$ cat src/rtl/gpg_pkg.sv
// shared types, constants and register indexes of the gradient pixel generator
package gpg_pkg;

  localparam int CANVAS_DIM_DEF  = 4096;
  localparam int T_FRAC_BITS_DEF = 16;

  localparam int PIX_W   = 12;
  localparam int COORD_W = 13;
  localparam int DIFF_W  = 14;
  localparam int PROD_W  = 28;
  localparam int LEN_W   = 28;
  localparam int COLOR_W = 32;

  localparam logic [2:0] REG_X0    = 3'd0;
  localparam logic [2:0] REG_Y0    = 3'd1;
  localparam logic [2:0] REG_X1    = 3'd2;
  localparam logic [2:0] REG_Y1    = 3'd3;
  localparam logic [2:0] REG_START = 3'd4;
  localparam logic [2:0] REG_END   = 3'd5;
  localparam logic [2:0] REG_MODE  = 3'd6;

  localparam logic [1:0] KIND_BLACK = 2'd0;
  localparam logic [1:0] KIND_END   = 2'd1;
  localparam logic [1:0] KIND_TFIX  = 2'd2;
  localparam logic [1:0] KIND_DIV   = 2'd3;

  typedef struct packed {
    logic       vld;
    logic [1:0] kind;
    logic       radial;
    logic       t_one;
  } gpg_ctl_t;

endpackage

$ cat src/rtl/gpg_lerp.sv
// fraction select, per-channel blend products and rounded output register
module gpg_lerp
  import gpg_pkg::*;
#(
  parameter int F = T_FRAC_BITS_DEF
) (
  input  logic               clk,
  input  logic               rst_n,
  input  logic               en,
  input  gpg_ctl_t           ctl_i,
  input  logic [2*F-1:0]     quo_i,
  input  logic [F-1:0]       root_i,
  input  logic [COLOR_W-1:0] start_color,
  input  logic [COLOR_W-1:0] end_color,
  output logic               vld_o,
  output logic [COLOR_W-1:0] color_o
);

  localparam logic [F:0] ONE  = (F+1)'(1) << F;
  localparam logic [F+8:0] HALF = (F+9)'(1) << (F-1);

  gpg_ctl_t           ctl1_r, ctl2_r;
  logic [F:0]         t1_r, t_nxt;
  logic [F+8:0]       ps_r [4];
  logic [F+8:0]       pe_r [4];
  logic               vld_r;
  logic [COLOR_W-1:0] color_r, color_nxt;
  logic [F+8:0]       sum [4];

  always_comb begin
    t_nxt = '0;
    case (ctl_i.kind)
      KIND_TFIX: t_nxt = ctl_i.t_one ? ONE : '0;
      KIND_DIV:  t_nxt = ctl_i.radial ? {1'b0, root_i} : {1'b0, quo_i[2*F-1:F]};
      default:   t_nxt = '0;
    endcase
  end

  always_comb begin
    for (int c = 0; c < 4; c++) begin
      sum[c] = ps_r[c] + pe_r[c] + HALF;
    end
    color_nxt = '0;
    case (ctl2_r.kind)
      KIND_BLACK: color_nxt = '0;
      KIND_END:   color_nxt = end_color;
      default: begin
        for (int c = 0; c < 4; c++) begin
          color_nxt[8*c +: 8] = sum[c][F +: 8];
        end
      end
    endcase
  end

  always_ff @(posedge clk) begin
    if (!rst_n) begin
      ctl1_r <= '0;
      ctl2_r <= '0;
      vld_r  <= 1'b0;
    end else if (en) begin
      ctl1_r <= ctl_i;
      ctl2_r <= ctl1_r;
      vld_r  <= ctl2_r.vld;
    end
  end

  always_ff @(posedge clk) begin
    if (en) begin
      t1_r <= t_nxt;
      for (int c = 0; c < 4; c++) begin
        ps_r[c] <= (F+9)'(start_color[8*c +: 8]) * (F+9)'(ONE - t1_r);
        pe_r[c] <= (F+9)'(end_color[8*c +: 8]) * (F+9)'(t1_r);
      end
      color_r <= color_nxt;
    end
  end

  assign vld_o   = vld_r;
  assign color_o = color_r;

endmodule

$ cat config.mk
export PLATFORM = sky130hd
export DESIGN_NAME = gpg_lerp
export DESIGN_NICKNAME = d
export VERILOG_FILES = /design/src/rtl/gpg_pkg.sv /design/src/rtl/gpg_lerp.sv
export SDC_FILE = /design/constraint.sdc
export NUM_CORES = 2
export LEC_CHECK = 0
export BUFFER_PORTS_ARGS = -buffer_cell sky130_fd_sc_hd__clkbuf_2
export CORE_ASPECT_RATIO = 0.7
export CORE_MARGIN = 2
export CORE_UTILIZATION = 30
export DETAILED_ROUTE_END_ITERATION = 8
export SLEW_MARGIN = 0
export SYNTH_ARGS = -nofsm -noshare
export SYNTH_HDL_FRONTEND = slang
export SYNTH_SLANG_ARGS = --single-unit
$ cat constraint.sdc
create_clock -name clk -period 13.57 [get_ports clk]
set_input_delay 2.0355 -clock clk [delete_from_list [all_inputs] [get_ports clk]]
set_output_delay 2.0355 -clock clk [all_outputs]
set_load 0.005 [all_outputs]
==> impl_results.md <==
- Maxcap violations: 0
- Worst reg2reg setup slack: 6.03 ns
- Ys async rst share: 0
- CP Max Fanout: 36
- Die Ht: 333.6 µm
- ANT nets after route: 0
- Most frequent CP cell: fa_1
- Stages on worst setup path: 20
- Fill count: 15,850
- YS warnings: 0
- CP startpoint kind: register
- Clock Sinks: 248
- Gp weighted congestion: 0.8295
- Maximum vdd ir drop: 0.1189 mV
- Via count: 32,830
- Hold Fails Final Rpt: 0
- Worst Tran Pin Value: 1.208 ns
- Number of gates resized after cts: 0
- Clock Tree Buf Depth: 3
- DP Area: 49,430 µm²
- Final instance area: 50,210 µm²
- Mapped cell area: 46,550 µm²
- Arr. time, crit path: 7.93 ns
- Pwr dens: 222.0 nW/µm²
- Total congestion overflow: 0
- Critical R2R Launch: t1_r[2]
- Seq/Total Area, Yosys: 0.1585
- Slowest-stage cell, CP: xor2_2
- Synth Flop Type: edfxtp_1
- IO buf count: 136
- Synthesized net count: 6,243
- Initial detailed-routing violation count: 1,603
- PnR worst setup slack: 6.033 ns
- DR DRC count: 0
- Initial antenna violation count: 8
- Worst-Skew Late Latency: 0.57 ns
- CTS clk-pin slew, worst paths: 0.08 ns
- Layout Nets: 6,225
- Setup TNS after final layout: 0 ns
- WHS: 0.5235 ns
- Placed insts: 6,883
- Clock skew: 0.02043 ns
- Status: finished clean
- Non-Filler Instances: 6,930
- Worst setup EP type: register
- Io pins: 153
- Crit path capture: ps_r[1][19]
- Initial Util: 0.3034
- Clock root cell: clkbuf_16
- Reg2reg end: ps_r[1][19]
- Number of setup buffers added after CTS: 0
- Slew headroom: 0.1950
- Final setup viols: 0
- First-pass DRT Iterations: 5
- Syn_area_per_cell: 9.593 µm²
- Dpl hpwl: 91.40 mm
- Crit-path cells: buf_4 -> nor4_2 -> nor4b_4 -> nand2_1 -> xor2_2 -> buf_4 -> and2_1 -> fa_1 -> fa_1 -> fa_1 -> inv_1 -> fa_1 -> inv_1 -> ha_1 -> a21o_1 -> or3_1 -> o211ai_1 -> a21oi_1 -> or4b_2 -> nand3_1
- Worst Path Buf+Inv: 4
- All-layer global routing usage: 0.1538
- FMAX: 132.7 MHz
- Setup WS pre-CTS: 6.043 ns
- # rows: 120
- Die ar.: 158,400 µm²
- HP Start: ctl2_r[2]
- Worst hold-check path type: register to register
- Share of post-route cells with drive strength above 1: 0.05111
- Final period util: 0.5555
- Vias in the first global route: 35,040
- Pins Over Slew Limit: 0
- First-pass GRT wire length: 194.3 mm
- CTS tree: yes
- Cells after synthesis: 4,853
- Crit path launch: t1_r[2]
- H-tree depth: 1
- Total CTS buffers: 24
- Die width: 474.8 µm
- Largest net degree at the start of global routing: 155
- CP required: 13.97 ns
- Final WL: 118.2 mm
- Post-synthesis register bit count: 248
- Via/cell ratio: 4.737
- R2r worst-path depth: 20
- Final min period: 7.537 ns
- Critical path class: register to register
- Synth cell types: 77
- Unrepaired setup endpoints after global routing: false
- Post-DR wirelength/cell: 17.06 µm
- Pleak: 0.02354 µW
- Hold_buf cts: 0
- Core Area: 153,400 µm²
- Crit-path leading delay family: simple AND/OR/NAND/NOR gates
- Area grow syn2layout: 7.859%
- Critical path's largest stage delay: 0.81 ns
- Number of synthesized flops with an enable pin: 241
## tightest hold or removal path: cells and delay by family, from the launching register on
family           cells  cell delay, ns
flip-flops           1            0.33
multiplexers         1            0.07
AND/OR/NAND/NOR      1            0.09
## state kept, by name, summed over array words and instances, names as in the netlist
name	cells
ps_r	96
t1_r	17
color_o	32
ctl1_r	3
ctl2_r	3
vld_o	1
pe_r	96
## routing by layer
| layer | routed length, µm | share of wire | GRT usage |
|---|---|---|---|
| met1 | 54670 | 0.46 | 0.2170 |
| met3 | 7201 | 0.061 | 0.02660 |
| met4 | 1825 | 0.015 | 0.02270 |
| met5 | 35 | 0.00030 | 0 |
| met2 | 54490 | 0.46 | 0.2504 |
## power breakdown
group	internal (µW)	switching (µW)	total [µW]
combinational	3830	4950	8780
sequential	1550	120	1670
clock	375	321	696
## cell usage after synthesis, types with 48 or more instances
cell type  count  area, µm²
clkbuf_1     205      769.5
nand2_1      565       2121
xnor2_1      161       1410
inv_1        819       3074
nand3_1       48      240.2
xor2_1        60      525.5
fa_1         782      15660
nor2_1       121      454.2
nor3_1        53      265.3
and2_1       667       4173
o21ai_0       90      450.4
edfxtp_1     241       7237
ha_1         488       6106
a21o_1        58      435.4
a21oi_1      110      550.5
## cells in the final DEF, fill, tap and decap left out, types with 7 or more instances in the layout
cell type    n
mux2i_1     26
fa_1       782
a41o_1       7
nand3_1     48
a21oi_1    110
a211oi_1    10
nor2b_1     31
nand2_1    565
a311oi_1     7
xnor2_1    152
xnor2_2      9
nand2b_1    18
or2_2        7
a22o_1       7
dfxtp_1      7
o31ai_1     10
o21bai_1    14
o21ai_0     90
and3_1      21
nor3_1      53
or3_1       17
o31a_1       8
buf_4       38
a31oi_1     13
xor2_1      54
o211ai_1    17
nor4_1      11
and4_1       7
o21a_1      26
clkbuf_16   25
a21o_1      58
ha_1       488
o2111ai_1    7
a211o_1     11
clkbuf_2   135
edfxtp_1   241
inv_1      819
nor2_1     121
and2_1     667
## cell families after synthesis
group                    synth area share
AO/OA/AOI/OAI                     0.06566
XOR/XNOR                          0.04209
adder cells (fa/ha/maj)            0.4674
buffers and inverters             0.08388
flip-flops                         0.1585
multiplexers                     0.005590
AND/OR/NAND/NOR                    0.1769
## how the worst min path moves through the flow
| stage | to | slack (ns) | cells past startpoint |
|---|---|---|---|
| 6_report | ctl2_r[2] | 0.52 | 2 |
| 4_1_cts | ctl1_r[3] | 0.53 | 2 |
| 3_5_place_dp | ctl1_r[3] | 0.51 | 2 |
| 2_1_floorplan | ctl2_r[2] | 0.47 | 2 |
| 3_3_place_gp | ctl1_r[4] | 0.50 | 2 |
| 5_1_grt | ctl1_r[3] | 0.55 | 2 |
## area by class of cell
type                    count  area, µm²  share of cell area
well taps                2074       2595             0.05168
repair buffers            175      996.0             0.01983
clock inverters            15      131.4            0.002616
diodes                      4      10.01           0.0001993
multi-input cells        3567      35390              0.7048
clock buffers              28      636.9             0.01268
inverters                 819       3074             0.06122
flip-flops and latches    248       7377              0.1469
## stage by stage
step / power [µW] / util
5_1_grt: 12530 / 0.3272
4_1_cts: 11270 / 0.3272
3_5_place_dp: 10470 / 0.3222
6_report: 11150 / 0.3272
3_3_place_gp: 10320 / 0.3222
2_1_floorplan: 8398 / -
Note: power is estimated with default switching activity, not from simulation.
