## src/rtl/gpg_pkg.sv

```systemverilog
// shared types, constants and register indexes of the gradient pixel generator
package gpg_pkg;

  localparam int CANVAS_DIM_DEF  = 4096;
  localparam int T_FRAC_BITS_DEF = 16;

  localparam int PIX_W   = 12;
  localparam int COORD_W = 13;
  localparam int DIFF_W  = 14;
  localparam int PROD_W  = 28;
  localparam int LEN_W   = 28;
  localparam int COLOR_W = 32;

  localparam logic [2:0] REG_X0    = 3'd0;
  localparam logic [2:0] REG_Y0    = 3'd1;
  localparam logic [2:0] REG_X1    = 3'd2;
  localparam logic [2:0] REG_Y1    = 3'd3;
  localparam logic [2:0] REG_START = 3'd4;
  localparam logic [2:0] REG_END   = 3'd5;
  localparam logic [2:0] REG_MODE  = 3'd6;

  localparam logic [1:0] KIND_BLACK = 2'd0;
  localparam logic [1:0] KIND_END   = 2'd1;
  localparam logic [1:0] KIND_TFIX  = 2'd2;
  localparam logic [1:0] KIND_DIV   = 2'd3;

  typedef struct packed {
    logic       vld;
    logic [1:0] kind;
    logic       radial;
    logic       t_one;
  } gpg_ctl_t;

endpackage

```

## src/rtl/gpg_front.sv

```systemverilog
// offsets, products, sums and classification of each pixel beat
module gpg_front
  import gpg_pkg::*;
#(
  parameter int CANVAS_DIM = CANVAS_DIM_DEF
) (
  input  logic                      clk,
  input  logic                      rst_n,
  input  logic                      en,
  input  logic                      in_vld,
  input  logic [PIX_W-1:0]          pixel_x,
  input  logic [PIX_W-1:0]          pixel_y,
  input  logic [COORD_W-1:0]        x0,
  input  logic [COORD_W-1:0]        y0,
  input  logic signed [DIFF_W-1:0]  dx,
  input  logic signed [DIFF_W-1:0]  dy,
  input  logic [LEN_W-1:0]          len2,
  input  logic                      radial,
  output gpg_ctl_t                  ctl_o,
  output logic [LEN_W-1:0]          num_o
);

  logic                     vld_a_r, off_a_r;
  logic signed [DIFF_W-1:0] rx_a_r, ry_a_r;
  logic                     vld_b_r, off_b_r;
  logic signed [PROD_W-1:0] pxd_b_r, pyd_b_r, pxx_b_r, pyy_b_r;
  gpg_ctl_t                 ctl_r, ctl_nxt;
  logic [LEN_W-1:0]         num_r, num_nxt;
  logic signed [PROD_W:0]   proj;
  logic [LEN_W-1:0]         d2;

  always_ff @(posedge clk) begin
    if (!rst_n) begin
      vld_a_r <= 1'b0;
      vld_b_r <= 1'b0;
      ctl_r   <= '0;
    end else if (en) begin
      vld_a_r <= in_vld;
      vld_b_r <= vld_a_r;
      ctl_r   <= ctl_nxt;
    end
  end

  always_ff @(posedge clk) begin
    if (en) begin
      off_a_r <= (32'(pixel_x) >= 32'(CANVAS_DIM)) || (32'(pixel_y) >= 32'(CANVAS_DIM));
      rx_a_r  <= $signed({2'b00, pixel_x}) - $signed({x0[COORD_W-1], x0});
      ry_a_r  <= $signed({2'b00, pixel_y}) - $signed({y0[COORD_W-1], y0});
      off_b_r <= off_a_r;
      pxd_b_r <= rx_a_r * dx;
      pyd_b_r <= ry_a_r * dy;
      pxx_b_r <= rx_a_r * rx_a_r;
      pyy_b_r <= ry_a_r * ry_a_r;
      num_r   <= num_nxt;
    end
  end

  always_comb begin
    proj    = (PROD_W+1)'(pxd_b_r) + (PROD_W+1)'(pyd_b_r);
    d2      = LEN_W'($unsigned(pxx_b_r)) + LEN_W'($unsigned(pyy_b_r));
    ctl_nxt = '0;
    ctl_nxt.vld    = vld_b_r;
    ctl_nxt.radial = radial;
    num_nxt = '0;
    if (off_b_r) begin
      ctl_nxt.kind = KIND_BLACK;
    end else if (len2 == '0) begin
      ctl_nxt.kind = KIND_END;
    end else if (radial) begin
      if (d2 >= len2) begin
        ctl_nxt.kind  = KIND_TFIX;
        ctl_nxt.t_one = 1'b1;
      end else begin
        ctl_nxt.kind = KIND_DIV;
        num_nxt      = d2;
      end
    end else begin
      if (proj <= 0) begin
        ctl_nxt.kind = KIND_TFIX;
      end else if (proj >= $signed({1'b0, len2})) begin
        ctl_nxt.kind  = KIND_TFIX;
        ctl_nxt.t_one = 1'b1;
      end else begin
        ctl_nxt.kind = KIND_DIV;
        num_nxt      = proj[LEN_W-1:0];
      end
    end
  end

  assign ctl_o = ctl_r;
  assign num_o = num_r;

endmodule

```

## config.mk

```make
export PLATFORM = sky130hd
export DESIGN_NAME = gpg_front
export DESIGN_NICKNAME = d
export VERILOG_FILES = /design/src/rtl/gpg_pkg.sv /design/src/rtl/gpg_front.sv
export SDC_FILE = /design/constraint.sdc
export NUM_CORES = 2
export LEC_CHECK = 0
export ABC_AREA = 1
export BUFFER_PORTS_ARGS = -buffer_cell sky130_fd_sc_hd__buf_2
export CAP_MARGIN = 40
export CORE_UTILIZATION = 40
export DETAILED_ROUTE_END_ITERATION = 16
export HOLD_SLACK_MARGIN = 0.03
export SLEW_MARGIN = 20
export SYNTH_ARGS = -nofsm -noshare
export SYNTH_HDL_FRONTEND = slang
export SYNTH_SLANG_ARGS = --single-unit
export TNS_END_PERCENT = 30
```

## constraint.sdc

```tcl
create_clock -name clk -period 8.3 [get_ports clk]
set_clock_uncertainty 0.15 [all_clocks]
set_input_delay 0 -clock clk [delete_from_list [all_inputs] [get_ports clk]]
set_output_delay 0 -clock clk [all_outputs]
set_load 0.005 [all_outputs]
```

==> run metrics <==
Synth area leader fa_1; Ys Warns 0; Post-Synth XOR/XNOR Area 4.328%; # clock sinks 173; compound-cell area share of the yosys netlist 5.515%; htree depth 4; Post-Syn Instances 4907; TritonCTS Buffers 17; Antenna Cells 0; GR Overflow Total 0; Mapped Area 40680 sq um; layout cells sized above 1 5.653%; TritonRoute pass-1 iters 7; Tmin final 6704 ps; most used cell, CP inv_1; vias post-DR 30.74k; Fin. Hold Viols 0; chip width 320.9 um; Die Area 103000 sq um; Max Slew Vio Count 0; Distinct cells, synth 46; initial DRC count 1709; hold slack final 81.53 ps; CTS Root Cell clkbuf_16; startpoint types flop; Crit. End Element flop; r2r endpoint pxd_b_r[26]; Max Root-Sink Buffers 2; post-DR wirelength/cell 15.82 um; fin crit share 80.77%; CP Capture Point pxd_b_r[26]; CTS tree built; Initial Util 40.50%; Buf/Inv on CP 8; Max-Cap Viols 0; antenna violations before repair 4; Slew @ Worst Pin 811.6 ps; WL final 102.0 mm; largest net degree at the start of global routing 58; Clk pin slew, worst setup/hold paths 80 ps; CP arrival 6800 ps; Worst Path Class, Setup reg2reg; post-synthesis simple-gate area fraction 13.77%; Tot GR Track Use 20.72%; first-pass GRT wire length 165.8 mm; via density per instance 4.765; area of the core 100400 sq um; adder-cell area share of the yosys netlist 48.87%; Die Height 320.9 um; RSZ-0062 raised after global routing false; count of final setup violators 0; R2R Setup Slk 1600 ps; vias in the first global route 31.95k; # DRC 0; nets 6336; mux contribution to synthesized area 0%; setup repair bufs after CTS 0; row count 116; top cells by area, synth fa_1, inv_1, ha_1; Worst Setup SP rx_a_r[9]; Main synth FF type edfxtp_1; share of the synthesized area in the top cell type 36.57%; Synth Register Bits 173; Critical Path RT 8400 ps; R2R Path Start rx_a_r[9]; sequential area share after synthesis 12.60%; Area Overhead vs Synth 9.542%; Rel. slew slack 45.89%; fmax 149.2 MHz; Routed Antenna Nets 0; Mapped Nets 6161; Buffers on Ports 143; Max stage delay on crit path 730 ps; Routability Congestion 0.9556; status complete, no violations; Crit-path slowest cell edfxtp_1; crit path max fanout 18; number of primary I/O pins 144; setup TNS 0 ps; Syn Area/Cell 8.289 sq um; detailed placer's ending HPWL 87.89 mm; Critical Path Stages 25; largest family of logic cells by synthesized area adder cells; R2R cell count 25; type of the worst min-delay path in2reg; Crit path max-delay family adder cells; number of flops mapped to enable cells by yosys 166; ys async rst share 0%; clk_lat worst skew 500 ps
## worst min path at each step
| stage | startpoint | endpoint | slack [ps] | cells past startpoint |
|---|---|---|---|---|
| global placement | in_vld | vld_a_r | 100 | 3 |
| global route | pixel_x[1] | rx_a_r[2] | 80 | 4 |
| detailed placement | in_vld | vld_a_r | 100 | 3 |
| CTS | y0[6] | ry_a_r[7] | 40 | 6 |
| finish | y0[6] | ry_a_r[7] | 80 | 6 |
| floorplan | en | ctl_o[1] | -60 | 1 |
## stage by stage
step	area, sq um	util [%]	worst slack [ps]	instances
floorplan	40680	-	2147	4907
global placement	42910	42.73	1499	6324
detailed placement	43140	42.95	1559	6337
CTS	44510	44.32	1501	6449
global route	44560	44.36	1198	6452
finish	44560	44.36	1596	6452
## cell type report
class | instances | area [sq um]
timing repair buffer | 280 | 2098
tap | 1357 | 1698
inverter | 1484 | 5570
multi-input combinational | 3126 | 29490
clock buffer | 20 | 478.0
clock inverter | 12 | 96.34
sequential | 173 | 5125
fill | 10110 | 55880
## routing by layer
layer	global-route usage, %	vias to the layer above	part of all wire, %
met5	0	-	0
met4	5.799	0	2.6
met3	2.292	100	4.4
met2	34.73	631	48
met1	28.34	15250	45
li1	-	14770	-
## worst register-to-register path: cells and delay by family (launching register included)
kind / cells / cell delay, ps
AO/OA/AOI/OAI: 6 / 1110
XOR/XNOR: 1 / 150
adder cells (fa/ha/maj): 7 / 3320
buffers and inverters: 8 / 760
flip-flops: 1 / 730
AND/OR/NAND/NOR: 3 / 250
## kinds of logic after synthesis
group,Yosys count
AND/OR/NAND/NOR,1381
adder cells (fa/ha/maj),1143
buffers and inverters,1608
XOR/XNOR,201
flip-flops,173
AO/OA/AOI/OAI,401
## registers in the layout, summed over array words and instances (netlist names)
name	cells
num_o	28
rx_a_r	14
vld_a_r	1
pxx_b_r	27
pyy_b_r	27
pyd_b_r	28
pxd_b_r	28
vld_b_r	1
ctl_o	5
ry_a_r	14
## cells in the mapped netlist (15+ instances only)
| cell | count |
|---|---|
| o21bai_1 | 19 |
| nor3_1 | 15 |
| edfxtp_1 | 166 |
| clkbuf_1 | 85 |
| ha_1 | 400 |
| nand2_1 | 1022 |
| xor2_1 | 125 |
| inv_1 | 1477 |
| buf_1 | 33 |
| xnor2_1 | 76 |
| nand4_1 | 28 |
| nor2_1 | 164 |
| nand3_1 | 84 |
| fa_1 | 743 |
| o21ai_0 | 80 |
| a21oi_1 | 224 |
## cell usage in the layout, fill, tap and decap left out, types with 5 or more instances in the layout
cell type | synthesis | layout
inv_1 | 1477 | 1477
nand2_1 | 1022 | 1022
fa_1 | 743 | 743
ha_1 | 400 | 400
a21oi_1 | 224 | 224
edfxtp_1 | 166 | 166
nor2_1 | 164 | 162
buf_2 | 4 | 143
xor2_1 | 125 | 125
nand3_1 | 84 | 84
o21ai_0 | 80 | 80
dlygate4sd3_1 | 0 | 80
xnor2_1 | 76 | 76
buf_4 | 0 | 41
nand4_1 | 28 | 28
o21bai_1 | 19 | 19
clkbuf_16 | 0 | 18
nor3_1 | 15 | 15
nor4_1 | 14 | 14
nand3_2 | 13 | 13
a21o_1 | 12 | 12
buf_8 | 0 | 12
a31oi_1 | 11 | 11
nor2_2 | 8 | 10
a21oi_2 | 10 | 10
and2_1 | 9 | 9
or2_2 | 8 | 8
nand2_2 | 8 | 8
a211oi_1 | 8 | 8
o31ai_1 | 7 | 7
o21a_1 | 7 | 7
inv_6 | 0 | 7
dfxtp_1 | 7 | 7
o21ai_1 | 6 | 6
o211ai_1 | 6 | 6
inv_2 | 5 | 5
nand3b_1 | 5 | 5
## what timing repair did
item / CTS / global route
setup endpoints to repair: 0 / 0
hold endpoints to repair: 83 / 0
resized for setup: 0 / 0
hold buffers: 80 / 0
Power is left out: the tool's default activity adds up to more than one toggle a clock period on the data nets, which glitch-free logic cannot reach.
