===== src/rtl/gpg_pkg.sv =====
// shared types, constants and register indexes of the gradient pixel generator
package gpg_pkg;

  localparam int CANVAS_DIM_DEF  = 4096;
  localparam int T_FRAC_BITS_DEF = 16;

  localparam int PIX_W   = 12;
  localparam int COORD_W = 13;
  localparam int DIFF_W  = 14;
  localparam int PROD_W  = 28;
  localparam int LEN_W   = 28;
  localparam int COLOR_W = 32;

  localparam logic [2:0] REG_X0    = 3'd0;
  localparam logic [2:0] REG_Y0    = 3'd1;
  localparam logic [2:0] REG_X1    = 3'd2;
  localparam logic [2:0] REG_Y1    = 3'd3;
  localparam logic [2:0] REG_START = 3'd4;
  localparam logic [2:0] REG_END   = 3'd5;
  localparam logic [2:0] REG_MODE  = 3'd6;

  localparam logic [1:0] KIND_BLACK = 2'd0;
  localparam logic [1:0] KIND_END   = 2'd1;
  localparam logic [1:0] KIND_TFIX  = 2'd2;
  localparam logic [1:0] KIND_DIV   = 2'd3;

  typedef struct packed {
    logic       vld;
    logic [1:0] kind;
    logic       radial;
    logic       t_one;
  } gpg_ctl_t;

endpackage


===== src/rtl/gpg_div_stage.sv =====
// one restoring division step per register stage
module gpg_div_stage
  import gpg_pkg::*;
#(
  parameter int QW = 2 * T_FRAC_BITS_DEF
) (
  input  logic             clk,
  input  logic             rst_n,
  input  logic             en,
  input  logic [LEN_W-1:0] len2,
  input  gpg_ctl_t         ctl_i,
  input  logic [LEN_W-1:0] rem_i,
  input  logic [QW-1:0]    quo_i,
  output gpg_ctl_t         ctl_o,
  output logic [LEN_W-1:0] rem_o,
  output logic [QW-1:0]    quo_o
);

  gpg_ctl_t         ctl_r;
  logic [LEN_W-1:0] rem_r, rem_nxt;
  logic [QW-1:0]    quo_r, quo_nxt;
  logic [LEN_W:0]   rem2, diff;
  logic             ge;

  always_comb begin
    rem2    = {rem_i, 1'b0};
    diff    = rem2 - {1'b0, len2};
    ge      = rem2 >= {1'b0, len2};
    rem_nxt = ge ? diff[LEN_W-1:0] : rem2[LEN_W-1:0];
    quo_nxt = {quo_i[QW-2:0], ge};
  end

  always_ff @(posedge clk) begin
    if (!rst_n) begin
      ctl_r <= '0;
    end else if (en) begin
      ctl_r <= ctl_i;
    end
  end

  always_ff @(posedge clk) begin
    if (en) begin
      rem_r <= rem_nxt;
      quo_r <= quo_nxt;
    end
  end

  assign ctl_o = ctl_r;
  assign rem_o = rem_r;
  assign quo_o = quo_r;

endmodule


===== config.mk =====
export PLATFORM = sky130hd
export DESIGN_NAME = gpg_div_stage
export DESIGN_NICKNAME = d
export VERILOG_FILES = /design/src/rtl/gpg_pkg.sv /design/src/rtl/gpg_div_stage.sv
export SDC_FILE = /design/constraint.sdc
export NUM_CORES = 1
export LEC_CHECK = 0
export BUFFER_PORTS_ARGS = -buffer_cell sky130_fd_sc_hd__clkbuf_2
export CORE_UTILIZATION = 44
export DETAILED_ROUTE_END_ITERATION = 10
export GPL_TIMING_DRIVEN = 0
export PLACE_DENSITY = 0.83
export SYNTH_ARGS = -nofsm -noshare
export SYNTH_HDL_FRONTEND = slang
export SYNTH_SLANG_ARGS = --single-unit

===== constraint.sdc =====
create_clock -name clk -period 3.27 [get_ports clk]
set_input_delay 0.4905 -clock clk [delete_from_list [all_inputs] [get_ports clk]]
set_output_delay 0.4905 -clock clk [all_outputs]
set_load 0.01 [all_outputs]

==> flow_metrics.tcl, run 1 <==
set metrics [dict create \
    status "completed" \
    fin_util_pct 58.7 \
    starting_density_of_the_core_pct 45.3 \
    die_area_um2 9320 \
    pwr-share-clk_pct 31.0 \
    cellLeakagePower_nw 2.45 \
    worst-setup-path-type "in -> reg" \
    maximum_number_of_pins_on_one_net_before_global_route_repair 62 \
    grt_pass1_wl_mm 15.3 \
    layout.cells.most_common "sky130_fd_sc_hd__clkbuf_2" \
    layout-area-overhead-vs-synth_pct 29.5 \
    finalNetCount 677 \
    yosys.cell_types.count 51 \
    timing.clock.skew_ps 0 \
    grtUsageTotal_pct 21.9 \
    die_height_um 96.5 \
    crit_required_ps 3370 \
    top_level_ports 161 \
    cts.repair_timing.setup_buffer_count 0 \
    place_worst_setup_slack_ps -248 \
    yosysWarnings 0 \
    vias_per_cell 5.32 \
    setup_total_negative_slack_ps 0 \
    synthTopCellsByArea "sky130_fd_sc_hd__edfxtp_1 (46%), sky130_fd_sc_hd__ha_1 (8.9%), sky130_fd_sc_hd__o21ai_0 (4.5%)" \
    cts_inserted_buffers 9 \
    post_synth_arst_share_pct 0 \
    finalHoldViolCount 0 \
    drt_iter0_markers 138 \
    postSynthCellCount 383 \
    fp.coreArea_um2 8680 \
    firstDrtPassIters 5 \
    worst_setup_hold_path_clk_slew_ps 80 \
    timing.max_cap.violations 0 \
    synthDominantAreaCellType "sky130_fd_sc_hd__edfxtp_1" \
    final_design_area_no_fill_um2 5090 \
    netlist_area_um2 3930 \
    max_fo_critical_path 9 \
    cts_tree "built" \
    gr-usage-met2_pct 38.6 \
    gp_congestion 0.860 \
    critPathLaunchType "input pin" \
    share_seq_of_total_power_pct 42.8 \
    total_via_count_in_the_routed_design 3537 \
    cts-hold-fix-buffers 0 \
    io_buffer_count 159 \
    drt_wl_total_mm 10.3 \
    finalCriticalPeriod_ps 3160 \
    peakVddDrop_uv 227 \
    netlist.area_leader.share_pct 45.8 \
    intPower_mw 1.73 \
    synth.yosys.seq_area_share_pct 48.4 \
    layout.cells.non_filler 665 \
    numPlacedInstances 650 \
    post-route-drc-count 0 \
    chipWidth_um 96.5 \
    net-switching-power_uw 732 \
    n_antenna_cell 0 \
    detail-route-antenna-nets 0 \
    ctsLongestPathBuffers 2 \
    power.density_nw_per_um2 483 \
    cts.htree.levels 3 \
    comb_power_share_pct 26.1 \
    syn_area_per_cell_um2 10.3 \
    clk_latency_ps 340 \
    via_count_of_the_first_global_routing_pass 3359 \
    dp_hpwl_mm 7.93 \
    cts_sinks 65 \
    report.final.setup_viol 0 \
    postSynth.topFlopCell "sky130_fd_sc_hd__edfxtp_1" \
    worst_slew_pin_slew_ps 772 \
    worst_slew_margin_rel_pct 48.5 \
    grt_setup_unrepaired "false" \
    synth_edf_count 60 \
    setup_slack_ps 109 \
    busiest_layer "met2" \
    mostFrequentLayoutCells "sky130_fd_sc_hd__clkbuf_2 (158), sky130_fd_sc_hd__edfxtp_1 (60), sky130_fd_sc_hd__nand2_1 (42), sky130_fd_sc_hd__inv_1 (37), sky130_fd_sc_hd__o21ai_0 (35)" \
    critPathArrivalTime_ps 3260 \
    final_layout_size_suffix_gt1_share_pct 33.8 \
    proportion_of_total_power_due_to_net_switching_pct 29.8 \
    wire_per_inst_um 15.5 \
    max_freq_mhz 316 \
    grt_antenna_before_repair 0 \
    syn-num-nets 508 \
    fillCellCount 727 \
    globalRouteMet3Util_pct 5.32 \
    final.period_utilization_pct 96.7 \
    crit_path_end_kind "flop" \
    ys_seq_elements 65 \
    std_cell_rows 34 \
    drv_slew 0 \
    root_buffer "sky130_fd_sc_hd__clkbuf_8" \
    min-delay-path-class "in -> reg" \
    placed_inst_area_um2 4860 \
    met1_global_route_usage_pct 24.7 \
    globalRoute.totalOverflow 0 \
]
-- Yosys cell counts (3+ instances only) --
cell / count
sky130_fd_sc_hd__edfxtp_1: 60
sky130_fd_sc_hd__clkbuf_1: 9
sky130_fd_sc_hd__dfxtp_1: 5
sky130_fd_sc_hd__xor2_1: 8
sky130_fd_sc_hd__nor2_1: 13
sky130_fd_sc_hd__a211oi_1: 8
sky130_fd_sc_hd__xnor2_1: 12
sky130_fd_sc_hd__nor2b_1: 10
sky130_fd_sc_hd__nand2b_1: 5
sky130_fd_sc_hd__nor3_1: 4
sky130_fd_sc_hd__buf_2: 3
sky130_fd_sc_hd__and3_1: 4
sky130_fd_sc_hd__a21o_1: 14
sky130_fd_sc_hd__o31ai_1: 5
sky130_fd_sc_hd__a31oi_1: 3
sky130_fd_sc_hd__mux2i_1: 5
sky130_fd_sc_hd__a21oi_1: 18
sky130_fd_sc_hd__nand2_1: 42
sky130_fd_sc_hd__o211a_1: 3
sky130_fd_sc_hd__nand3_1: 13
sky130_fd_sc_hd__inv_1: 37
sky130_fd_sc_hd__ha_1: 28
sky130_fd_sc_hd__o21ai_0: 35
sky130_fd_sc_hd__o21a_1: 4
-- path summary, 6_finish.rpt --
check | startpoint | slack, ps | cells after the start | endpoint
hold reg to reg | ctl_o[2]$_SDFFE_PN0P_ | 540 | 2 | ctl_o[2]$_SDFFE_PN0P_
setup / recovery | len2[8] | 110 | 12 | rem_o[23]$_DFFE_PP_
hold / removal | quo_i[24] | 310 | 1 | quo_o[25]$_DFFE_PP_
setup reg to reg | ctl_o[1]$_SDFFE_PN0P_ | 2640 | 2 | ctl_o[1]$_SDFFE_PN0P_
-- metrics by stage --
step	total power [mW]	hold WS [ps]
2_1_floorplan	1.45	539
3_3_place_gp	1.69	499
3_5_place_dp	1.71	523
4_1_cts	2.47	305
5_1_grt	2.59	298
6_report	2.46	314
-- worst max-delay path: stages --
cell and delay [ps]:
sky130_fd_sc_hd__clkbuf_2 70, sky130_fd_sc_hd__inv_1 50, sky130_fd_sc_hd__ha_1 280, sky130_fd_sc_hd__clkbuf_1 200
sky130_fd_sc_hd__a21o_1 230, sky130_fd_sc_hd__a221o_1 380, sky130_fd_sc_hd__o31ai_1 400, sky130_fd_sc_hd__nand3_1 120
sky130_fd_sc_hd__nand2_1 230, sky130_fd_sc_hd__inv_1 210, sky130_fd_sc_hd__o2111a_1 200, sky130_fd_sc_hd__a211oi_1 400
-- sequential cells by signal (all words and copies together) (netlist names) --
signal and flops:
ctl_o 5, rem_o 28, quo_o 32
-- per-layer routing --
metal  vias to the layer above  share of wire (%)
li1                       1727                  -
met1                      1611                 39
met2                       170                 49
met3                        29                8.8
met4                         0                3.3
met5                         -                  0
-- kinds of logic (layout without fill, tap and decap cells) --
group / count (synthesis) / count (layout) / synth area share, %
XOR/XNOR: 20 / 20 / 4.45
adder cells (fa/ha/maj): 29 / 29 / 9.42
AND/OR/NAND/NOR: 103 / 103 / 12.9
multiplexers: 6 / 6 / 1.56
buffers and inverters: 50 / 224 / 5.06
flip-flops: 65 / 65 / 48.4
AO/OA/AOI/OAI: 110 / 110 / 18.2
-- cell type report --
type | count | area (um2) | area share (%)
clock buffer | 10 | 128 | 2.51
multi-input combinational | 268 | 1840 | 36.1
inverter | 37 | 139 | 2.73
tap | 108 | 135 | 2.65
buffer | 12 | 58.8 | 1.16
clock inverter | 6 | 92.6 | 1.82
timing repair buffer | 159 | 798 | 15.7
sequential | 65 | 1900 | 37.4
-- repair_timing --
item | CTS | global route
hold endpoints to repair | 0 | 0
setup endpoints to repair | 0 | 7
resized for setup | 0 | 2
-- power groups by stage --
stage	clock network (mW)	registers (mW)	logic (mW)
2_1_floorplan	0	1.12	0.328
3_3_place_gp	0	1.07	0.617
3_5_place_dp	0	1.07	0.632
4_1_cts	0.775	1.06	0.638
5_1_grt	0.811	1.07	0.714
6_report	0.764	1.05	0.643
Power figures use the tool's default switching activity.
==> run 2: changes to the inputs <==
--- a/config.mk
+++ b/config.mk
@@ -6,7 +6,10 @@
 export NUM_CORES = 1
 export LEC_CHECK = 0
 export BUFFER_PORTS_ARGS = -buffer_cell sky130_fd_sc_hd__clkbuf_2
-export CORE_UTILIZATION = 44
+export CAP_MARGIN = 15
+export CELL_PAD_IN_SITES_DETAIL_PLACEMENT = 1
+export CELL_PAD_IN_SITES_GLOBAL_PLACEMENT = 2
+export CORE_UTILIZATION = 26
 export DETAILED_ROUTE_END_ITERATION = 10
 export GPL_TIMING_DRIVEN = 0
 export PLACE_DENSITY = 0.83
==> run 2 against run 1 <==
The run now ends with design-rule violations left. Cell count grew 11%. Clock skew is the same. Global-route usage shrank 6.6 points. Worst setup slack gained 75 ps. Non-clock buffer count is the same. Via count shrank 0.45%. Routed wire length grew 14%. Hold slack gained 15 ps. Core utilization shrank 22 points. Largest cell class unchanged. Largest power group unchanged.
==> flow_metrics.tcl, run 2 (same netlist as run 1, synthesis figures left out) <==
set metrics [dict create \
    status "complete, but fails checks" \
    failed_checks "design-rule violations" \
    layout-area-overhead-vs-synth_pct 34.7 \
    cellLeakagePower_nw 2.50 \
    r2r_start "ctl_o[2]$_SDFFE_PN0P_" \
    finalNetCount 677 \
    mostFrequentLayoutCells "sky130_fd_sc_hd__clkbuf_2 (160), sky130_fd_sc_hd__edfxtp_1 (60), sky130_fd_sc_hd__nand2_1 (41), sky130_fd_sc_hd__inv_1 (37), sky130_fd_sc_hd__o21ai_0 (35)" \
    grt_setup_unrepaired "true" \
    cts.htree.levels 3 \
    via_count_of_the_first_global_routing_pass 3666 \
    gp_congestion 0.788 \
    ctsLongestPathBuffers 2 \
    worst_hold_startpoint "quo_i[2]" \
    hold-path-cell-count 1 \
    max_reg_flops 32 \
    starting_density_of_the_core_pct 26.9 \
    detail-route-antenna-nets 0 \
    worst_path_most_repeated_cell "sky130_fd_sc_hd__a221o_1" \
    placed_inst_area_um2 4960 \
    crit-reg2reg-capture "ctl_o[2]$_SDFFE_PN0P_" \
    cts_inserted_buffers 9 \
    hold_slack_ps 329 \
    io_buffer_count 159 \
    numPlacedInstances 726 \
    layout.cells.non_filler 741 \
    post-route-drc-count 35 \
    cts_sinks 65 \
    drt_iter0_markers 164 \
    vias_per_cell 4.75 \
    maximum_number_of_pins_on_one_net_before_global_route_repair 62 \
    firstDrtPassIters 8 \
    cell_family_with_most_cp_delay "compound AO/OA/AOI/OAI gates" \
    max_freq_mhz 324 \
    dp_hpwl_mm 9.16 \
    drv_slew 0 \
    root_buffer "sky130_fd_sc_hd__clkbuf_16" \
    cp_cell_sequence "clkbuf_2 > inv_1 > ha_1 > clkbuf_1 > a21o_1 > a221o_1 > nor3_4 > o21ai_1 > a221o_1 > and4_4 > o41a_1" \
    clk_latency_ps 330 \
    multi_input_area_um2 1850 \
    worst_slew_pin_slew_ps 910 \
    crit_path_end_kind "flop" \
    power.density_nw_per_um2 518 \
    critPathArrivalTime_ps 3160 \
    critical_path.max_stage_delay_ps 420 \
    total_via_count_in_the_routed_design 3521 \
    worst_setup_hold_path_clk_slew_ps 50 \
    worst-r2r-setup-slack_ps 2650 \
    worst_hold_path.endpoint "quo_o[3]$_DFFE_PP_" \
    die_height_um 125 \
    drt_wl_total_mm 11.8 \
    final.period_utilization_pct 94.4 \
    grt_antenna_before_repair 0 \
    finalHoldViolCount 0 \
    globalRoute.totalOverflow 0 \
    crit_required_ps 3340 \
    min-delay-path-class "in -> reg" \
    worst_slew_margin_rel_pct 39.3 \
    die_area_um2 15600 \
    cp_num_buf_inv 3 \
    timing.max_cap.violations 0 \
    std_cell_rows 44 \
    cts_tree "built" \
    finalCriticalPeriod_ps 3090 \
    fin_total_pwr_mw 2.74 \
    grt_pass1_wl_mm 18.6 \
    worst_path_max_delay_cell "sky130_fd_sc_hd__a221o_1" \
    cts-hold-fix-buffers 0 \
    report.final.setup_viol 0 \
    fillCellCount 1739 \
    n_antenna_cell 0 \
    final_design_area_no_fill_um2 5300 \
    chipWidth_um 125 \
    max_fo_critical_path 9 \
    fp.coreArea_um2 14600 \
    layout.cells.most_common "sky130_fd_sc_hd__clkbuf_2" \
    top_level_ports 161 \
    peakVddDrop_uv 252 \
    critPathLaunchType "input pin" \
    ff2ff_path_depth 2 \
    timing.clock.skew_ps 0 \
    wire_per_inst_um 15.9 \
    final_layout_size_suffix_gt1_share_pct 34.6 \
    worst-setup-path-type "in -> reg" \
    grtUsageTotal_pct 15.3 \
    regArea_um2 1900 \
]
==> run 2: cell type report <==
type                    instances  area share, %
flip-flops and latches         65           35.9
well taps                     184           4.34
multi-input cells             268           34.8
plain buffers                  12           1.20
inverters                      37           2.62
repair buffers                159           15.1
clock buffers                   9           4.25
clock inverters                 7           1.79
==> run 2: per-layer routing <==
| layer | share of wire, % | wire (um) | up-vias | GRT usage, % |
|---|---|---|---|---|
| li1 | - | - | 1735 | - |
| met1 | 45 | 5280 | 1676 | 19.2 |
| met2 | 49 | 5770 | 102 | 26.0 |
| met3 | 5.6 | 656 | 8 | 3.85 |
| met4 | 0.78 | 92 | 0 | 4.23 |
| met5 | 0 | 0 | - | 0 |
==> run 2: worst max-delay path by stage <==
stage                         from  slack (ps)  depth (start not counted)             endpoint
after floorplan           len2[10]         150                         11  rem_o[27]$_DFFE_PP_
after global placement    len2[14]        -310                         14  rem_o[22]$_DFFE_PP_
after detailed placement  len2[14]        -330                         14  rem_o[24]$_DFFE_PP_
after CTS                 len2[14]           7                         14  rem_o[24]$_DFFE_PP_
after global routing       len2[8]          -1                         11  rem_o[27]$_DFFE_PP_
final                      len2[8]         180                         11  rem_o[27]$_DFFE_PP_
==> run 2: repair_timing <==
action | 4_1_cts | 5_1_grt
endpoints found under the hold margin | 0 | 0
endpoints found under the setup margin | 0 | 28
gates resized for setup | 0 | 11
buffers inserted | 0 | 0
==> run 2: report_power, final <==
part	internal, mW	switching [mW]	total (mW)
Clock	0.666	0.364	1.03
Combinational	0.274	0.385	0.658
Sequential	1.03	0.0257	1.05
==> run 2: metrics by stage <==
stage | worst slack [ps] | util [%] | setup TNS, ps
detailed placement | -328 | 33.9 | -6100
global placement | -313 | 33.9 | -5920
finish | 184 | 36.2 | 0
floorplan | 152 | - | 0
global route | -1.29 | 36.2 | -1.29
CTS | 6.91 | 36.1 | 0
