==> src/rtl/gpg_pkg.sv <==
// shared types, constants and register indexes of the gradient pixel generator
package gpg_pkg;

  localparam int CANVAS_DIM_DEF  = 4096;
  localparam int T_FRAC_BITS_DEF = 16;

  localparam int PIX_W   = 12;
  localparam int COORD_W = 13;
  localparam int DIFF_W  = 14;
  localparam int PROD_W  = 28;
  localparam int LEN_W   = 28;
  localparam int COLOR_W = 32;

  localparam logic [2:0] REG_X0    = 3'd0;
  localparam logic [2:0] REG_Y0    = 3'd1;
  localparam logic [2:0] REG_X1    = 3'd2;
  localparam logic [2:0] REG_Y1    = 3'd3;
  localparam logic [2:0] REG_START = 3'd4;
  localparam logic [2:0] REG_END   = 3'd5;
  localparam logic [2:0] REG_MODE  = 3'd6;

  localparam logic [1:0] KIND_BLACK = 2'd0;
  localparam logic [1:0] KIND_END   = 2'd1;
  localparam logic [1:0] KIND_TFIX  = 2'd2;
  localparam logic [1:0] KIND_DIV   = 2'd3;

  typedef struct packed {
    logic       vld;
    logic [1:0] kind;
    logic       radial;
    logic       t_one;
  } gpg_ctl_t;

endpackage

==> src/rtl/gpg_sqrt_stage.sv <==
// one digit of the integer square root per register stage
module gpg_sqrt_stage
  import gpg_pkg::*;
#(
  parameter int F    = T_FRAC_BITS_DEF,
  parameter int STEP = 0
) (
  input  logic            clk,
  input  logic            rst_n,
  input  logic            en,
  input  gpg_ctl_t        ctl_i,
  input  logic [2*F-1:0]  quo_i,
  input  logic [F-1:0]    root_i,
  input  logic [F+2:0]    rem_i,
  output gpg_ctl_t        ctl_o,
  output logic [2*F-1:0]  quo_o,
  output logic [F-1:0]    root_o,
  output logic [F+2:0]    rem_o
);

  gpg_ctl_t       ctl_r;
  logic [2*F-1:0] quo_r;
  logic [F-1:0]   root_r, root_nxt;
  logic [F+2:0]   rem_r, rem_nxt, rem_sh, trial;
  logic           ge;

  always_comb begin
    rem_sh   = {rem_i[F:0], quo_i[2*STEP +: 2]};
    trial    = {1'b0, root_i, 2'b01};
    ge       = rem_sh >= trial;
    rem_nxt  = ge ? (rem_sh - trial) : rem_sh;
    root_nxt = {root_i[F-2:0], ge};
  end

  always_ff @(posedge clk) begin
    if (!rst_n) begin
      ctl_r <= '0;
    end else if (en) begin
      ctl_r <= ctl_i;
    end
  end

  always_ff @(posedge clk) begin
    if (en) begin
      quo_r  <= quo_i;
      root_r <= root_nxt;
      rem_r  <= rem_nxt;
    end
  end

  assign ctl_o  = ctl_r;
  assign quo_o  = quo_r;
  assign root_o = root_r;
  assign rem_o  = rem_r;

endmodule

==> config.mk <==
export PLATFORM = sky130hd
export DESIGN_NAME = gpg_sqrt_stage
export DESIGN_NICKNAME = d
export VERILOG_FILES = /design/src/rtl/gpg_pkg.sv /design/src/rtl/gpg_sqrt_stage.sv
export SDC_FILE = /design/constraint.sdc
export NUM_CORES = 1
export LEC_CHECK = 0
export CAP_MARGIN = 25
export CORE_UTILIZATION = 45
export CTS_CLUSTER_SIZE = 30
export DETAILED_ROUTE_END_ITERATION = 6
export DONT_BUFFER_PORTS = 1
export REMOVE_ABC_BUFFERS = 1
export SYNTH_ARGS = -nofsm -noshare
export SYNTH_HDL_FRONTEND = slang
export SYNTH_SLANG_ARGS = --single-unit
==> constraint.sdc <==
create_clock -name clk -period 2.11 [get_ports clk]
set_clock_uncertainty 0.1 [all_clocks]
set_input_delay 0.1055 -clock clk [delete_from_list [all_inputs] [get_ports clk]]
set_output_delay 0.1055 -clock clk [all_outputs]
set_load 0.02 [all_outputs]
==> results of run 1 <==
## cells by family after synthesis
logic type                 share of synthesized area
xor gates and xnor gates                      0.0374
adders and majority gates                     0.0642
muxes                                         0.0749
DFF                                            0.602
buffers and inverters                         0.0357
AOI/OAI and AO/OA                              0.113
and+or+nand+nor                               0.0724
## area by class of cell
| cell class | instances | area share |
|---|---|---|
| Clock inverter | 6 | 0.0196 |
| Clock buffer | 10 | 0.0270 |
| Tap cell | 99 | 0.0262 |
| Timing Repair Buffer | 95 | 0.194 |
| Inverter | 21 | 0.0167 |
| Multi-Input combinational cell | 158 | 0.269 |
| Sequential cell | 72 | 0.448 |
## cell usage after synthesis, drive strengths merged
| cell type | instances | share of area |
|---|---|---|
| o31ai | 2 | 0.0057 |
| dfxtp | 5 | 0.029 |
| edfxtp | 67 | 0.57 |
| and3 | 2 | 0.0036 |
| nand2b | 1 | 0.0018 |
| o221ai | 3 | 0.0075 |
| or2 | 1 | 0.0018 |
| inv | 21 | 0.022 |
| buf | 3 | 0.012 |
| o22ai | 1 | 0.0018 |
| a2111oi | 1 | 0.0043 |
| nand3 | 2 | 0.0029 |
| mux2i | 6 | 0.017 |
| nor4 | 1 | 0.0061 |
| ha | 18 | 0.064 |
| o21a | 5 | 0.011 |
| o41ai | 1 | 0.0025 |
| a21oi | 16 | 0.026 |
| o21ai | 10 | 0.014 |
| a211o | 2 | 0.0054 |
| a21o | 2 | 0.0046 |
| a21boi | 1 | 0.0021 |
| and4 | 1 | 0.0025 |
| o211ai | 4 | 0.010 |
| xor2 | 7 | 0.017 |
| a211oi | 5 | 0.014 |
| o31a | 2 | 0.0050 |
| nor2 | 11 | 0.014 |
| nor3 | 7 | 0.010 |
| nand2 | 13 | 0.014 |
| clkbuf | 1 | 0.0011 |
| mux2 | 16 | 0.058 |
| xnor2 | 8 | 0.020 |
| nand4 | 3 | 0.0054 |
| nor2b | 6 | 0.011 |
## final timing paths
kind | startpoint | end | slack [ns] | cells past startpoint
min reg2reg | ctl_o[2] | ctl_o[2] | 1.06 | 3
min | en | root_o[14] | -0.23 | 0
max reg2reg | ctl_o[1] | ctl_o[1] | 0.69 | 3
max | root_i[0] | rem_o[17] | 0.17 | 9
## report_power, final
group	switching (mW)	total, mW	internal [mW]
clock	0.544	1.22	0.672
combinational	0.269	0.624	0.355
sequential	0.231	1.97	1.74
total	1.04	3.81	2.77
## sequential cells by signal, summed over array words and instances, names as in the netlist
register / flops
quo_o: 32
root_o: 16
rem_o: 19
ctl_o: 5
## worst max-delay path, delay by kind of cell
kind                       cells  cell delay [ns]
adders and majority gates      1             0.34
muxes                          1             0.27
xor gates and xnor gates       1             0.06
AOI/OAI and AO/OA              4             0.95
buffers and inverters          2             0.20
## routing by layer
metal	wire, um	global-route usage	up-vias
met5	0	0	-
met2	3850	0.345	100
li1	-	-	1167
met3	524	0.0673	9
met4	87	0.0605	0
met1	3440	0.235	1104
==> flow_metrics.env, run 1 <==
export IMPL_outcome="finished with violations"
export IMPL_violations="negative hold slack"
export IMPL_yosysWarnings=0
export IMPL_dieArea_um2=8150
export IMPL_multi_input_area_um2=1270
export IMPL_synth_cell_types=46
export IMPL_drc=0
export IMPL_critical_path_max_stage_delay_ns=0.36
export IMPL_holdWs_ns=-0.233
export IMPL_hp_class="input port to flop"
export IMPL_drive_above_1_share=0.174
export IMPL_wl_per_cell_um=17.1
export IMPL_clk_pin_slew_ns=0.08
export IMPL_fin_area_um2=4720
export IMPL_root_buffer="clkbuf_8"
export IMPL_core_um2=7410
export IMPL_holdBufCountCts=75
export IMPL_critPathLaunchType="input port"
export IMPL_mostFrequentLayoutCells="75 x dlygate4sd3_1, 67 x edfxtp_1, 21 x inv_1"
export IMPL_cts_setup_buffers=0
export IMPL_crit_path_top_delay_cell="o41ai_1"
export IMPL_setup_tns_ns=0
export IMPL_ys_ff_latch=72
export IMPL_row_count=31
export IMPL_crit_path_cell_trace="inv_1, ha_1, o21ai_0, a211oi_2, a21oi_1, o41ai_1, buf_4, xor2_1, mux2_4"
export IMPL_initial_core_util=0.474
export IMPL_fin_util=0.637
export IMPL_worst_slack_ns=0.167
export IMPL_gp_congestion=0.808
export IMPL_place_inst=370
export IMPL_rsz0062_at_grt="false"
export IMPL_tightest_slew_ns=0.388
export IMPL_endpoint_kind="flop"
export IMPL_antenna_cells=0
export IMPL_clock_latency_ns=0.34
export IMPL_peakVddDrop_mv=0.362
export IMPL_viasPerCell=5.16
export IMPL_power_mw=3.81
export IMPL_hold_viol=67
export IMPL_nets=450
export IMPL_stdcell_count=461
export IMPL_syn2layout_area_growth_pct=34.5
export IMPL_dpl_cell_area_um2=3750
export IMPL_grt_pass1_vias=2532
export IMPL_p_per_area_nw_per_um2=807
export IMPL_regArea_um2=2110
export IMPL_yosysSeqAreaShare=0.602
export IMPL_ctsLongestPathBuffers=2
export IMPL_die_x_um=90.3
export IMPL_finalCriticalPeriod_ns=1.94
export IMPL_dpl_hpwl_um=5190
export IMPL_port_buffer_count=0
export IMPL_synthCells=255
export IMPL_critPathArrivalTime_ns=1.95
export IMPL_cts_buffers=9
export IMPL_h_tree_depth=3
export IMPL_cts_resized=0
export IMPL_wl_um=7900
export IMPL_slew_viol_final=0
export IMPL_first_pass_iters=4
export IMPL_clock_sinks=72
export IMPL_drt_iter0_drc=56
export IMPL_pre_cts_slack_ns=-0.191
export IMPL_synth_area_um2=3510
export IMPL_critPathMaxFanout=5
export IMPL_setup_violations_final=0
export IMPL_fmax_mhz=515
export IMPL_antenna_found_initial=0
export IMPL_grt_util_all_layers=0.200
export IMPL_vias=2380
export IMPL_grt_max_degree=73
export IMPL_path_class="input port to flop"
export IMPL_grt_pass1_wl_um=12600
export IMPL_required_ns=2.11
export IMPL_fin_crit_sh=0.921
export IMPL_final_common_cell="dlygate4sd3_1"
export IMPL_leakage_nw=1.83
export IMPL_ios=147
export IMPL_postRouteAntennaNets=0
export IMPL_drv_cap=0
export IMPL_cts_tree="done"
export IMPL_postSynthAreaPerCell_um2=13.8
export IMPL_overflow=0
export IMPL_relSlewSlack=0.738
export IMPL_nFillCells=611
export IMPL_die_h_um=90.3
Note: power is estimated with default switching activity, not from simulation.
==> run 2, diff against run 1 <==
--- a/config.mk
+++ b/config.mk
@@ -5,8 +5,10 @@
 export SDC_FILE = /design/constraint.sdc
 export NUM_CORES = 1
 export LEC_CHECK = 0
+export ABC_AREA = 1
 export CAP_MARGIN = 25
 export CORE_UTILIZATION = 45
+export CTS_BUF_LIST = sky130_fd_sc_hd__clkbuf_8
 export CTS_CLUSTER_SIZE = 30
 export DETAILED_ROUTE_END_ITERATION = 6
 export DONT_BUFFER_PORTS = 1
==> run 2 against run 1 <==
Effect of this change: the flow still finishes with violations (negative hold slack); via count is 19% higher; flip-flop and latch count stayed put; worst setup slack better by 0.036 ns; count of clock-buffer cells in the layout is 1 lower; critical endpoint is now ctl_o[1]; area after synthesis is 6.1% higher; die area is 6.0% higher; non-clock buffer count is 10 lower; hold slack worse by 0.0064 ns.
==> flow_metrics.env, run 2 <==
export IMPL_yosysSeqAreaShare=0.567
export IMPL_grt_max_degree=74
export IMPL_antenna_cells=0
export IMPL_die_h_um=93.0
export IMPL_ys_ff_latch=72
export IMPL_grt_util_all_layers=0.217
export IMPL_clock_sinks=72
export IMPL_reg2reg_to="ctl_o[1]"
export IMPL_holdWs_ns=-0.240
export IMPL_hold_end="root_o[15]"
export IMPL_gp_congestion=0.794
export IMPL_dpl_hpwl_um=6040
export IMPL_syn2layout_area_growth_pct=31.6
export IMPL_drive_above_1_share=0.0808
export IMPL_drt_iter0_drc=70
export IMPL_drv_cap=0
export IMPL_grt_pass1_wl_um=14000
export IMPL_synth_top_cell_area_share=0.540
export IMPL_nets=583
export IMPL_synth_area_leaders="edfxtp_1 54%, nand2_1 14%, ha_1 6.0%, inv_1 5.8%, nor2_1 3.1%"
export IMPL_worstReg2RegStart="ctl_o[1]"
export IMPL_root_buffer="clkbuf_8"
export IMPL_vias=2829
export IMPL_yosysWarnings=0
export IMPL_cts_resized=0
export IMPL_internal_power_mw=2.80
export IMPL_synth_commonest_cells="136 x nand2_1, 67 x edfxtp_1, 58 x inv_1"
export IMPL_synth_edf_count=67
export IMPL_fin_crit_sh=0.904
export IMPL_final_common_cell="nand2_1"
export IMPL_mostFrequentLayoutCells="136 x nand2_1, 79 x dlygate4sd3_1, 67 x edfxtp_1"
export IMPL_cts_buffers=9
export IMPL_p_per_area_nw_per_um2=796
export IMPL_hp_class="input port to flop"
export IMPL_p_sw_frac=0.282
export IMPL_die_x_um=93.0
export IMPL_finalCriticalPeriod_ns=1.91
export IMPL_path_class="flop to flop"
export IMPL_clockPowerShare=0.345
export IMPL_yosysMostFrequentCell="nand2_1"
export IMPL_postRouteAntennaNets=0
export IMPL_rr_worst_depth=4
export IMPL_violations="negative hold slack"
export IMPL_synth_cell_types=26
export IMPL_reg2reg_slack_ns=0.20
export IMPL_async_reset_ff_frac=0
export IMPL_wl_per_cell_um=15.2
export IMPL_viasPerCell=4.74
export IMPL_row_count=32
export IMPL_required_ns=2.31
export IMPL_largest_reg_flops=32
export IMPL_h_tree_depth=3
export IMPL_outcome="finished with violations"
export IMPL_holdBufCountCts=79
export IMPL_p_sw_mw=1.10
export IMPL_overflow=0
export IMPL_hold_start="en"
export IMPL_slew_viol_final=0
export IMPL_ctsLongestPathBuffers=2
export IMPL_synth_area_um2=3720
export IMPL_critPathMaxFanout=2
export IMPL_setup_tns_ns=0
export IMPL_synthCells=397
export IMPL_clk_pin_slew_ns=0.09
export IMPL_p_seq_frac=0.503
export IMPL_setup_violations_final=0
export IMPL_yosysTopAreaCell="edfxtp_1"
export IMPL_grt_pass1_vias=2822
export IMPL_initial_core_util=0.474
export IMPL_relSlewSlack=0.815
export IMPL_wl_um=9080
export IMPL_leakage_nw=2.21
export IMPL_dieArea_um2=8640
export IMPL_hold_path_cell_count=0
export IMPL_core_um2=7850
export IMPL_first_pass_iters=5
export IMPL_rsz0062_at_grt="false"
export IMPL_endpoint_kind="flop"
export IMPL_antenna_found_initial=0
export IMPL_critPathLaunchType="flop"
export IMPL_postSynthAreaPerCell_um2=9.38
export IMPL_tightest_slew_ns=0.276
export IMPL_port_buffer_count=0
export IMPL_hold_viol=67
export IMPL_critPathArrivalTime_ns=2.10
export IMPL_drc=0
export IMPL_cts_setup_buffers=0
export IMPL_clock_latency_ns=0.35
export IMPL_ios=147
export IMPL_combPwrFrac=0.152
export IMPL_peakVddDrop_mv=0.320
export IMPL_fmax_mhz=524
export IMPL_cts_tree="done"
export IMPL_synth_flop_cell="edfxtp_1"
## run 2: cell types whose count changed after synthesis, sizes merged, moves of 5 or more
cell,before,now
o21a,5,0
nand2,13,143
nor2b,6,0
inv,21,63
nor2,11,33
a211oi,5,0
mux2,16,0
mux2i,6,0
xnor2,8,2
nand3,2,23
## run 2: power by group through the flow
stage          logic, mW  registers, mW  clock network [mW]
3_5_place_dp       0.468           1.99                   0
6_report           0.592           1.96                1.35
2_1_floorplan      0.354           1.97                   0
4_1_cts            0.593           1.96                1.37
3_3_place_gp       0.467           1.99                   0
5_1_grt            0.673           1.97                1.43
## run 2: final cells by class
type	count	area [um^2]
fillers	685	2950
multi-input cells	259	1330
inverters	63	241
clock inverters	7	119
flip-flops and latches	72	2110
clock buffers	9	124
repair buffers	85	848
well taps	102	128
## run 2: worst max path at each step
stage                     from        end  cells past startpoint
global route          ctl_o[1]   ctl_o[1]                      4
detailed placement  root_i[11]  rem_o[17]                     11
global placement    root_i[11]  rem_o[16]                     11
finish                ctl_o[1]   ctl_o[1]                      4
CTS                   ctl_o[1]   ctl_o[1]                      4
floorplan            root_i[6]  rem_o[18]                     12
## run 2: per-layer routing
layer | GRT usage | part of all wire | up-vias | routed length [um]
met5 | 0 | 0 | - | 0
met3 | 0.0542 | 0.056 | 8 | 512
met1 | 0.280 | 0.45 | 1249 | 4120
met2 | 0.359 | 0.48 | 106 | 4330
met4 | 0.0667 | 0.012 | 0 | 111
li1 | - | - | 1466 | -
## run 2: kinds of logic (layout without fill, tap and decap cells)
| logic type | count (synthesis) | after routing | synth area share |
|---|---|---|---|
| compound gates | 23 | 23 | 0.0380 |
| xor+xnor | 10 | 10 | 0.0235 |
| fa+ha+maj | 18 | 18 | 0.0605 |
| buf+inv | 66 | 164 | 0.0763 |
| flops | 72 | 72 | 0.567 |
| simple gates | 208 | 208 | 0.235 |
## run 2: worst max-delay path, cell delays in order (launching register included)
cell	delay [ns]
dfxtp_1	0.47
o21ai_0	0.10
dlygate4sd3_1	0.57
nor2_1	0.08
dlygate4sd3_1	0.54
## run 2: stage by stage
step                      instance area [um^2]  power [mW]  cells  utilization  setup WS, ns
after floorplan                           3680        2.33    394            -         0.358
after global routing                      4900        4.07    597        0.624         0.140
after CTS                                 4900        3.93    597        0.624         0.231
after detailed placement                  3870        2.46    502        0.493         0.151
after global placement                    3870        2.46    502        0.493         0.143
final                                     4900        3.90    597        0.624         0.203
==> run 3, diff against run 2 <==
==> constraint.sdc (replaced) <==
create_clock -name clk -period 2.3 [get_ports clk]
set_clock_uncertainty 0.1 [all_clocks]
set_input_delay 0.115 -clock clk [delete_from_list [all_inputs] [get_ports clk]]
set_output_delay 0.115 -clock clk [all_outputs]
set_load 0.02 [all_outputs]
==> run 3 against run 2 <==
Effect of this change: the flow now finishes without violations; flip-flop and latch count stayed put; power decreased by 11%; first-iteration DRC count shrank 7.1%; critical path type is now input port to flop; critical endpoint is now rem_o[16]; largest cell class unchanged; largest power group unchanged.
==> flow_metrics.env, run 3 (synthesis gave the netlist of run 2 again) <==
export IMPL_outcome="finished, final reports clean"
export IMPL_p_per_area_nw_per_um2=725
export IMPL_mostFrequentLayoutCells="136 x nand2_1, 70 x dlygate4sd3_1, 67 x edfxtp_1"
export IMPL_drt_iter0_drc=65
export IMPL_holdWs_ns=0.0525
export IMPL_core_um2=7850
export IMPL_fmax_mhz=550
export IMPL_drv_cap=0
export IMPL_ctsLongestPathBuffers=2
export IMPL_cts_buffers=9
export IMPL_cts_resized=0
export IMPL_setup_violations_final=0
export IMPL_grt_util_all_layers=0.223
export IMPL_critical_path_max_stage_delay_ns=0.55
export IMPL_antenna_cells=0
export IMPL_nFillCells=718
export IMPL_port_buffer_count=0
export IMPL_reg2reg_slack_ns=0.82
export IMPL_drive_above_1_share=0.0804
export IMPL_peakVddDrop_mv=0.337
export IMPL_wl_um=9270
export IMPL_syn2layout_area_growth_pct=28.5
export IMPL_fin_area_um2=4780
export IMPL_crit_top_cell="nand2_1"
export IMPL_power_mw=3.47
export IMPL_grt_pass1_vias=2961
export IMPL_setup_tns_ns=0
export IMPL_clock_sinks=72
export IMPL_critPathLaunchType="input port"
export IMPL_drc=0
export IMPL_critPathMaxFanout=4
export IMPL_fin_crit_sh=0.790
export IMPL_crit_family="buffers and inverters"
export IMPL_grt_max_degree=74
export IMPL_gp_congestion=0.788
export IMPL_cp_num_buf_inv=2
export IMPL_largest_reg_flops=32
export IMPL_nets=573
export IMPL_holdBufCountCts=71
export IMPL_clk_pin_slew_ns=0.08
export IMPL_multi_input_area_um2=1330
export IMPL_place_inst=500
export IMPL_stdcell_count=587
export IMPL_worst_slack_ns=0.482
export IMPL_path_class="input port to flop"
export IMPL_cts_tree="done"
export IMPL_crit_path_top_delay_cell="dlygate4sd3_1"
export IMPL_hold_viol=0
export IMPL_leakage_nw=2.15
export IMPL_final_common_cell="nand2_1"
export IMPL_hp_class="input port to flop"
export IMPL_dpl_hpwl_um=6210
export IMPL_postRouteAntennaNets=0
export IMPL_die_h_um=93.0
export IMPL_vias=2836
export IMPL_antenna_found_initial=0
export IMPL_dpl_cell_area_um2=3840
export IMPL_slew_viol_final=0
export IMPL_ios=147
export IMPL_clock_latency_ns=0.35
export IMPL_finalCriticalPeriod_ns=1.82
export IMPL_die_x_um=93.0
export IMPL_initial_core_util=0.474
export IMPL_overflow=0
export IMPL_viasPerCell=4.83
export IMPL_row_count=32
export IMPL_rsz0062_at_grt="false"
export IMPL_root_buffer="clkbuf_8"
export IMPL_fin_util=0.610
export IMPL_pre_cts_slack_ns=0.279
export IMPL_grt_pass1_wl_um=14500
export IMPL_relSlewSlack=0.765
export IMPL_regArea_um2=2110
export IMPL_crit_path_cell_trace="dlygate4sd3_1, inv_1, ha_1, nor2_1, o21ai_0, nand2_1, nand2_1, nand3b_1, nand3_1, nand2_1"
export IMPL_endpoint_kind="flop"
export IMPL_h_tree_depth=3
export IMPL_tightest_slew_ns=0.352
export IMPL_dieArea_um2=8640
export IMPL_first_pass_iters=4
export IMPL_wl_per_cell_um=15.8
export IMPL_required_ns=2.31
export IMPL_critPathArrivalTime_ns=1.83
export IMPL_cts_setup_buffers=0
==> run 3: cell count changes in the layout (fill, tap and decap cells not counted), sizes merged <==
cell and change:
dlygate4sd3 -9, buf -1, bufinv -1, clkinv +1
==> run 3: path summary, 6_finish.rpt <==
path	start	to	cells past startpoint
max	quo_i[1]	rem_o[16]	10
min	rem_i[16]	rem_o[18]	3
max reg2reg	ctl_o[1]	ctl_o[1]	3
min reg2reg	ctl_o[4]	ctl_o[4]	2
==> run 3: layer usage <==
layer / part of all wire / track usage
met1: 0.42 / 0.271
met2: 0.50 / 0.394
met3: 0.069 / 0.0534
met4: 0.0045 / 0.0564
met5: 0 / 0
==> run 3: report_power, final <==
group	total [mW]	internal, mW	switching [mW]
clock	1.12	0.613	0.504
combinational	0.551	0.237	0.315
sequential	1.80	1.59	0.209
total	3.47	2.44	1.03
==> run 3: final cells by class <==
cell class                 instances  share of cell area
clock buffer                       9              0.0259
clock inverter                     7              0.0196
inverter                          63              0.0505
multi-input combinational        259               0.277
sequential                        72               0.441
tap                              102              0.0267
timing repair buffer              75               0.158
==> run 3: worst register-to-register path: stages, from the launching register on <==
cell and delay (ns):
dfxtp_1 0.38, o21ai_0 0.25, nor2_1 0.06, dlygate4sd3_1 0.57
